**src/rtl/tcce_pkg.sv**
```systemverilog
// Package for the text console character engine.
// Holds word and command types, character codes and the controller states.
// No dependencies.
package tcce_pkg;

    localparam int COLUMNS_DEF = 80;
    localparam int ROWS_DEF    = 25;

    localparam logic [7:0] CH_NEWLINE   = 8'd10;
    localparam logic [7:0] CH_RETURN    = 8'd13;
    localparam logic [7:0] CH_TAB       = 8'd9;
    localparam logic [7:0] CH_BACKSPACE = 8'd8;
    localparam logic [7:0] CH_BLANK     = 8'd32;
    localparam logic [7:0] TAB_STEP     = 8'd4;
    localparam logic [7:0] RESET_COLOR  = 8'h0F;

    localparam logic [1:0] KIND_PUT   = 2'd0;
    localparam logic [1:0] KIND_CLEAR = 2'd1;
    localparam logic [1:0] KIND_READ  = 2'd2;

    typedef struct packed {
        logic [1:0] kind;
        logic [7:0] char_code;
        logic [6:0] read_col;
        logic [4:0] read_row;
    } cmd_word_t;

    typedef struct packed {
        logic [6:0] cursor_col;
        logic [4:0] cursor_row;
        logic [7:0] cell_char;
        logic [7:0] cell_color;
        logic       scrolled;
    } rsp_word_t;

    typedef enum logic [1:0] {
        SWEEP_ZERO,
        SWEEP_SECOND_ROW,
        SWEEP_BOTTOM_ROW
    } sweep_start_t;

    typedef struct packed {
        logic         capture;
        logic         put_step;
        logic         home;
        logic         sweep_load;
        sweep_start_t sweep_start;
        logic         sweep_inc;
        logic         fill_we;
        logic         fill_init;
        logic         copy_rd;
        logic         cell_rd;
        logic         res_load;
    } dp_cmd_t;

    typedef struct packed {
        logic [1:0] kind;
        logic       scroll_need;
        logic       sweep_last;
        logic       rsp_free;
    } dp_status_t;

    typedef enum logic [2:0] {
        ST_INIT,
        ST_IDLE,
        ST_EXEC,
        ST_CLEAR,
        ST_COPY,
        ST_DRAIN,
        ST_BLANK,
        ST_DONE
    } ctrl_state_t;

endpackage

```
**src/rtl/tcce_ctrl.sv**
```systemverilog
// Controller state machine of the text console character engine.
// Sequences the reset fill, clear, scroll and result hand-off; uses tcce_pkg.
module tcce_ctrl (
    input  logic                 clk,
    input  logic                 rst_n,
    input  logic                 cmd_valid,
    output logic                 cmd_stall,
    input  tcce_pkg::dp_status_t status,
    output tcce_pkg::dp_cmd_t    cmd
);
    import tcce_pkg::*;

    ctrl_state_t state_reg;
    ctrl_state_t state_next;

    always_ff @(posedge clk or negedge rst_n)
    begin
        if (!rst_n)
        begin
            state_reg <= ST_INIT;
        end
        else
        begin
            state_reg <= state_next;
        end
    end

    always_comb
    begin
        state_next = state_reg;
        unique case (state_reg)
            ST_INIT:
            begin
                if (status.sweep_last)
                begin
                    state_next = ST_IDLE;
                end
            end
            ST_IDLE:
            begin
                if (cmd_valid)
                begin
                    state_next = ST_EXEC;
                end
            end
            ST_EXEC:
            begin
                unique case (status.kind)
                    KIND_PUT:   state_next = status.scroll_need ? ST_COPY : ST_DONE;
                    KIND_CLEAR: state_next = ST_CLEAR;
                    default:    state_next = ST_DONE;
                endcase
            end
            ST_CLEAR, ST_BLANK:
            begin
                if (status.sweep_last)
                begin
                    state_next = ST_DONE;
                end
            end
            ST_COPY:
            begin
                if (status.sweep_last)
                begin
                    state_next = ST_DRAIN;
                end
            end
            ST_DRAIN:
            begin
                state_next = ST_BLANK;
            end
            ST_DONE:
            begin
                if (status.rsp_free)
                begin
                    state_next = ST_IDLE;
                end
            end
            default:
            begin
                state_next = ST_INIT;
            end
        endcase
    end

    always_comb
    begin
        cmd       = '0;
        cmd_stall = 1'b1;
        unique case (state_reg)
            ST_INIT:
            begin
                cmd.fill_we   = 1'b1;
                cmd.fill_init = 1'b1;
                cmd.sweep_inc = 1'b1;
            end
            ST_IDLE:
            begin
                cmd_stall   = 1'b0;
                cmd.capture = cmd_valid;
            end
            ST_EXEC:
            begin
                unique case (status.kind)
                    KIND_PUT:
                    begin
                        cmd.put_step    = 1'b1;
                        cmd.sweep_load  = status.scroll_need;
                        cmd.sweep_start = SWEEP_SECOND_ROW;
                    end
                    KIND_CLEAR:
                    begin
                        cmd.home        = 1'b1;
                        cmd.sweep_load  = 1'b1;
                        cmd.sweep_start = SWEEP_ZERO;
                    end
                    KIND_READ:
                    begin
                        cmd.cell_rd = 1'b1;
                    end
                    default:
                    begin
                        cmd.cell_rd = 1'b0;
                    end
                endcase
            end
            ST_CLEAR, ST_BLANK:
            begin
                cmd.fill_we   = 1'b1;
                cmd.sweep_inc = 1'b1;
            end
            ST_COPY:
            begin
                cmd.copy_rd   = 1'b1;
                cmd.sweep_inc = 1'b1;
            end
            ST_DRAIN:
            begin
                cmd.sweep_load  = 1'b1;
                cmd.sweep_start = SWEEP_BOTTOM_ROW;
            end
            ST_DONE:
            begin
                cmd.res_load = status.rsp_free;
            end
            default:
            begin
                cmd_stall = 1'b1;
            end
        endcase
    end

endmodule

```
**config.mk**
```make
export PLATFORM = sky130hd
export DESIGN_NAME = tcce_ctrl
export DESIGN_NICKNAME = d
export VERILOG_FILES = /design/src/rtl/tcce_pkg.sv /design/src/rtl/tcce_ctrl.sv
export SDC_FILE = /design/constraint.sdc
export NUM_CORES = 1
export LEC_CHECK = 0
export BUFFER_PORTS_ARGS = -buffer_cell sky130_fd_sc_hd__buf_2
export CELL_PAD_IN_SITES_DETAIL_PLACEMENT = 1
export CELL_PAD_IN_SITES_GLOBAL_PLACEMENT = 1
export CORE_MARGIN = 2
export CORE_UTILIZATION = 26
export DETAILED_ROUTE_END_ITERATION = 16
export PLACE_DENSITY_LB_ADDON = 0.1
export REMOVE_ABC_BUFFERS = 1
export SYNTH_ARGS = -nofsm -noshare
export SYNTH_HDL_FRONTEND = slang
export SYNTH_SLANG_ARGS = --single-unit
```
**constraint.sdc**
```tcl
create_clock -name clk -period 1.7 [get_ports clk]
set_input_delay 0.34 -clock clk [delete_from_list [all_inputs] [get_ports clk]]
set_output_delay 0.34 -clock clk [all_outputs]
set_load 0.005 [all_outputs]
```
# Yosys cells after proc, flatten, opt, wreduce, memory -nomap -nowiden
# Index checks and enable logic that the tools add are counted.
[classes] eq_ne=14 n_mux=22 n_reduce_logical=6
[ops] cell="one-hot mux 3 bit (7 select lines)" n=1
[ops] cell="one-hot mux 3 bit (2 select lines)" n=3
[ops] cell="two-way mux 3 bit" n=5
[ops] cell="equality test 3 bit (second input constant)" n=4
[ops] cell="two-way mux 1 bit" n=11
[ops] cell="!= test 2 bit (second input constant)" n=5
[ops] cell="equality test 3 x 2 -> 1 bit (second input constant)" n=2
[ops] cell="AND reduction 5 bit" n=1
[ops] cell="two-way mux 2 bit" n=2
[ops] cell="OR reduction 4 bit" n=1
[ops] cell="equality test 3 x 1 -> 1 bit (second input constant)" n=1
[ops] cell="logical NOT 3 bit" n=1
[ops] cell="OR reduction 3 bit" n=1
[ops] cell="equality test 2 x 1 -> 1 bit (second input constant)" n=1
[ops] cell="equality test 2 bit (second input constant)" n=1
[ops] cell="logical NOT 2 bit" n=1
[ops] cell="OR reduction 2 bit" n=1
[word_totals] inputBits=8 regBits=3

# Depth between registers and ports, before layout
[logic_depth] ltp_word=4 mapped_depth=5 mapped_depth_nobuf=3

# Worst setup path after synthesis
# Ideal clock, no wire load.
[synth_path] kind="register to register" from="register state_reg[2]" to="register state_reg[0]" t_arrival_ps=1461 path_buffers=0 synth_period_minus_slack_ps=1586 path_stages_with_launch=4 setup_ps=125 setup_slack_ps=114 cell_sequence="dfrtp_1 -> or4b_4 -> o32a_1 -> mux2_4"
[synth_via] elab_chain_cells=4
[synth_rtl] item="start, declared" line="tcce_ctrl.sv:13" rtl="ctrl_state_t state_reg;"
[synth_rtl] item="start signal, assigned" line="tcce_ctrl.sv:24" rtl="state_reg <= state_next;"
[synth_rtl] item="equality test 3 x 2 -> 1 bit / equality test 3 bit (equally long branches)" line="tcce_ctrl.sv:31" rtl="unique case (state_reg)"
[synth_rtl] item="OR reduction 2 bit"
[synth_rtl] item="!= test 2 bit (no line)"
[synth_rtl] item="AND reduction 5 bit (no line)"
# Several ways; a longest one is shown, not always the timed one.
# A chain may end at the register's enable or synchronous reset.

==> impl_results.md <==
- Die W: 40.9 um
- Synthesized cell area: 354 um2
- VDD IR max: 0.489 mV
- Post-synthesis compound-gate area fraction: 20.5%
- Simple-gate portion of the synthesized area: 37.8%
- Post-synthesis xor/xnor area fraction: 4.95%
- Die height: 40.9 um
- Most numerous cell in the Yosys netlist: nor2_1
- H-tree Lvls: 1
- RSZ-0062 raised after global routing: yes
- FILL cells: 167
- Crit-path max FO: 5
- Via count of the first global-routing pass: 416
- Starting Density: 27.6%
- Pwr dens: 1610 nW/um2
- Placed inst area: 492 um2
- Share of layout cells above drive strength 1: 48.7%
- CTS Buf Count: 3
- Number of max-cap violations: 0
- Max FFs per register: 3
- Mapped Avg Cell Area: 7.53 um2
- Setup violations, final: 4
- Vias: 437
- Via density: 4.80
- DRT Pass-1 Iters: 3
- Register area share after synthesis: 21.2%
- Wire length on met1: 479 um
- Post-synth top area cell: dfrtp_1
- Initial detailed-routing violation count: 3
- Leak: 0.310 nW
- Setup ws final: -0.0994 ns
- Top cells by count, synth: nor2_1 (9), clkbuf_1 (3), dfrtp_1 (3), inv_1 (3)
- Synthesized instance count: 47
- Remaining DRCs: 0
- Hold Crit Class: in -> async
- Top-area cell type share of the netlist area: 21.2%
- Clock slew seen by the registers of the worst setup and hold paths: 0.04 ns
- Final critical-path required period: 1.80 ns
- Highest metal used: met4
- Nets@finish: 85
- #FFs+latches synth: 3
- Num ports: 21
- Post-detail-place hpwl: 882 um
- Critical Path End Type: primary output
- Sinks on Clock Net: 3
- TritonCTS clock tree: yes
- WL per Instance: 13.1 um
- Clk pwr share: 13.6%
- Worst Tran Pin Value: 0.374 ns
- Mux contribution to synthesized area: 7.07%
- Final Cycle Share: 106%
- Clock skew: 0.0000708 ns
- Post-synth ARST share: 100%
- Pint: 0.000575 W
- ANT cells: 0
- Syn. warnings: 0
- Worst Hold Margin: 0.428 ns
- PortBufs: 20
- ANT nets after route: 0
- Largest cells by area after synthesis: dfrtp_1 (21%), nor2_1 (9.5%), xor2_1 (4.9%), mux2_4 (4.2%), nor3b_1 (4.2%)
- Core ar.: 1280 um2
- Slew Viols, Final: 0
- Top_reg_cell synth: dfrtp_1
- Seq pwr share: 13.8%
- Final count of hold timing violations: 0
- Met2 wire len: 650 um
- CTS Root Cell: clkbuf_4
- P_sw: 0.000388 W
- Largest family of logic cells by synthesized area: simple AND/OR/NAND/NOR gates
- Num rows: 13
- Routed wl met3: 47 um
- Adder-cell area share of the yosys netlist: 0%
- FMAX: 0.556 GHz
- WS Path Type: reg -> out
- First-pass GRT wire length: 1.89 mm
- Comb pwr share: 72.6%
- WP data required: 1.36 ns
- Largest net degree at the start of global routing: 10
- Final Wtd Congestion: 0.667
- Pre-CTS setup slack: -0.00220 ns
- Violated checks: setup timing
- Tot GR Track Use: 18.0%
- Clk_lat worst skew: 0.24 ns
- EDFF count, synth: 0
- P&R area growth vs syn: 69.3%
- Worst Path Arrival: 1.46 ns
- Cell variety after synth: 28
- DIE AREA: 1670 um2
- Crit start category: flop
- Clock buffer depth: 2
- Grt ovf: 0
- Outcome: finished, violations left
- Net Sw Frac: 40.3%
- Post-route design area: 599 um2
- Final core utilization: 46.6%
- Initial antenna violation count: 0
- Final wirelength: 1.20 mm
- Relative slew margins: 74.9%
## layout make-up
class / instances / area (um2) / area share, %
repair buffers: 29 / 189 / 31.5
clock buffers: 4 / 26.3 / 4.38
inverters: 3 / 11.3 / 1.88
flip-flops and latches: 3 / 75.1 / 12.5
multi-input cells: 37 / 279 / 46.6
well taps: 15 / 18.8 / 3.13
## layer usage
metal  track usage (%)  up-vias
met5                 0        -
met4              7.50        0
met3              1.63        2
met2              32.4       14
met1              21.4      199
li1                  -      222
## worst paths after layout
kind                                 to    startpoint  slack [ns]  cells after the start
max                              cmd[8]  state_reg[2]        -0.1                      3
min in group clk           state_reg[2]     status[0]        0.45                      4
max in group asynchronous  state_reg[0]         rst_n        1.16                      2
max reg2reg                state_reg[0]  state_reg[2]        0.07                      5
min                        state_reg[2]         rst_n        0.43                      2
min reg2reg                state_reg[2]  state_reg[0]        0.77                      3
## timing repair
| action | 4_1_cts | 5_1_grt |
|---|---|---|
| resized for setup | 3 | 8 |
| endpoints found under the setup margin | 7 | 9 |
| hold buffers | 1 | 0 |
| setup buffers | 4 | 0 |
| endpoints found under the hold margin | 3 | 0 |
| pin swaps | 1 | 2 |
## critical path: stages, from the launching register on
cell	delay [ns]
dfrtp_1	0.39
or4b_4	0.56
o22ai_1	0.14
buf_2	0.13
## stage by stage
| step | TNS [ns] | power (W) | instances |
|---|---|---|---|
| 2_1_floorplan | -0.0438 | 0.000455 | 43 |
| 3_3_place_gp | 0 | 0.000695 | 83 |
| 3_5_place_dp | -0.00220 | 0.000702 | 83 |
| 4_1_cts | -0.328 | 0.000923 | 92 |
| 5_1_grt | -0.485 | 0.00104 | 91 |
| 6_report | -0.253 | 0.000963 | 91 |
## power groups by stage
stage          Combinational, W  Sequential, W  Clock [W]
6_report               0.000700       0.000133   0.000131
5_1_grt                0.000768       0.000137   0.000139
4_1_cts                0.000656       0.000132   0.000135
3_5_place_dp           0.000572       0.000130          0
2_1_floorplan          0.000260       0.000194          0
3_3_place_gp           0.000563       0.000132          0
## cells in the final DEF, fill, tap and decap left out, drive strengths merged, types with 2 or more instances in the layout
master,instances
buf,28
nor2,9
clkbuf,4
inv,3
dfrtp,3
nand2,2
xor2,2
nor2b,2
nor3b,2
o21ai,2
## logic make-up (layout without fill, tap and decap cells)
kind of cell	Yosys count	count (layout)
mux	2	2
buf+inv	7	36
simple gates	23	23
xor+xnor	2	2
compound gates	10	10
flops	3	3
No activity file was read; power rests on OpenSTA's default activity.
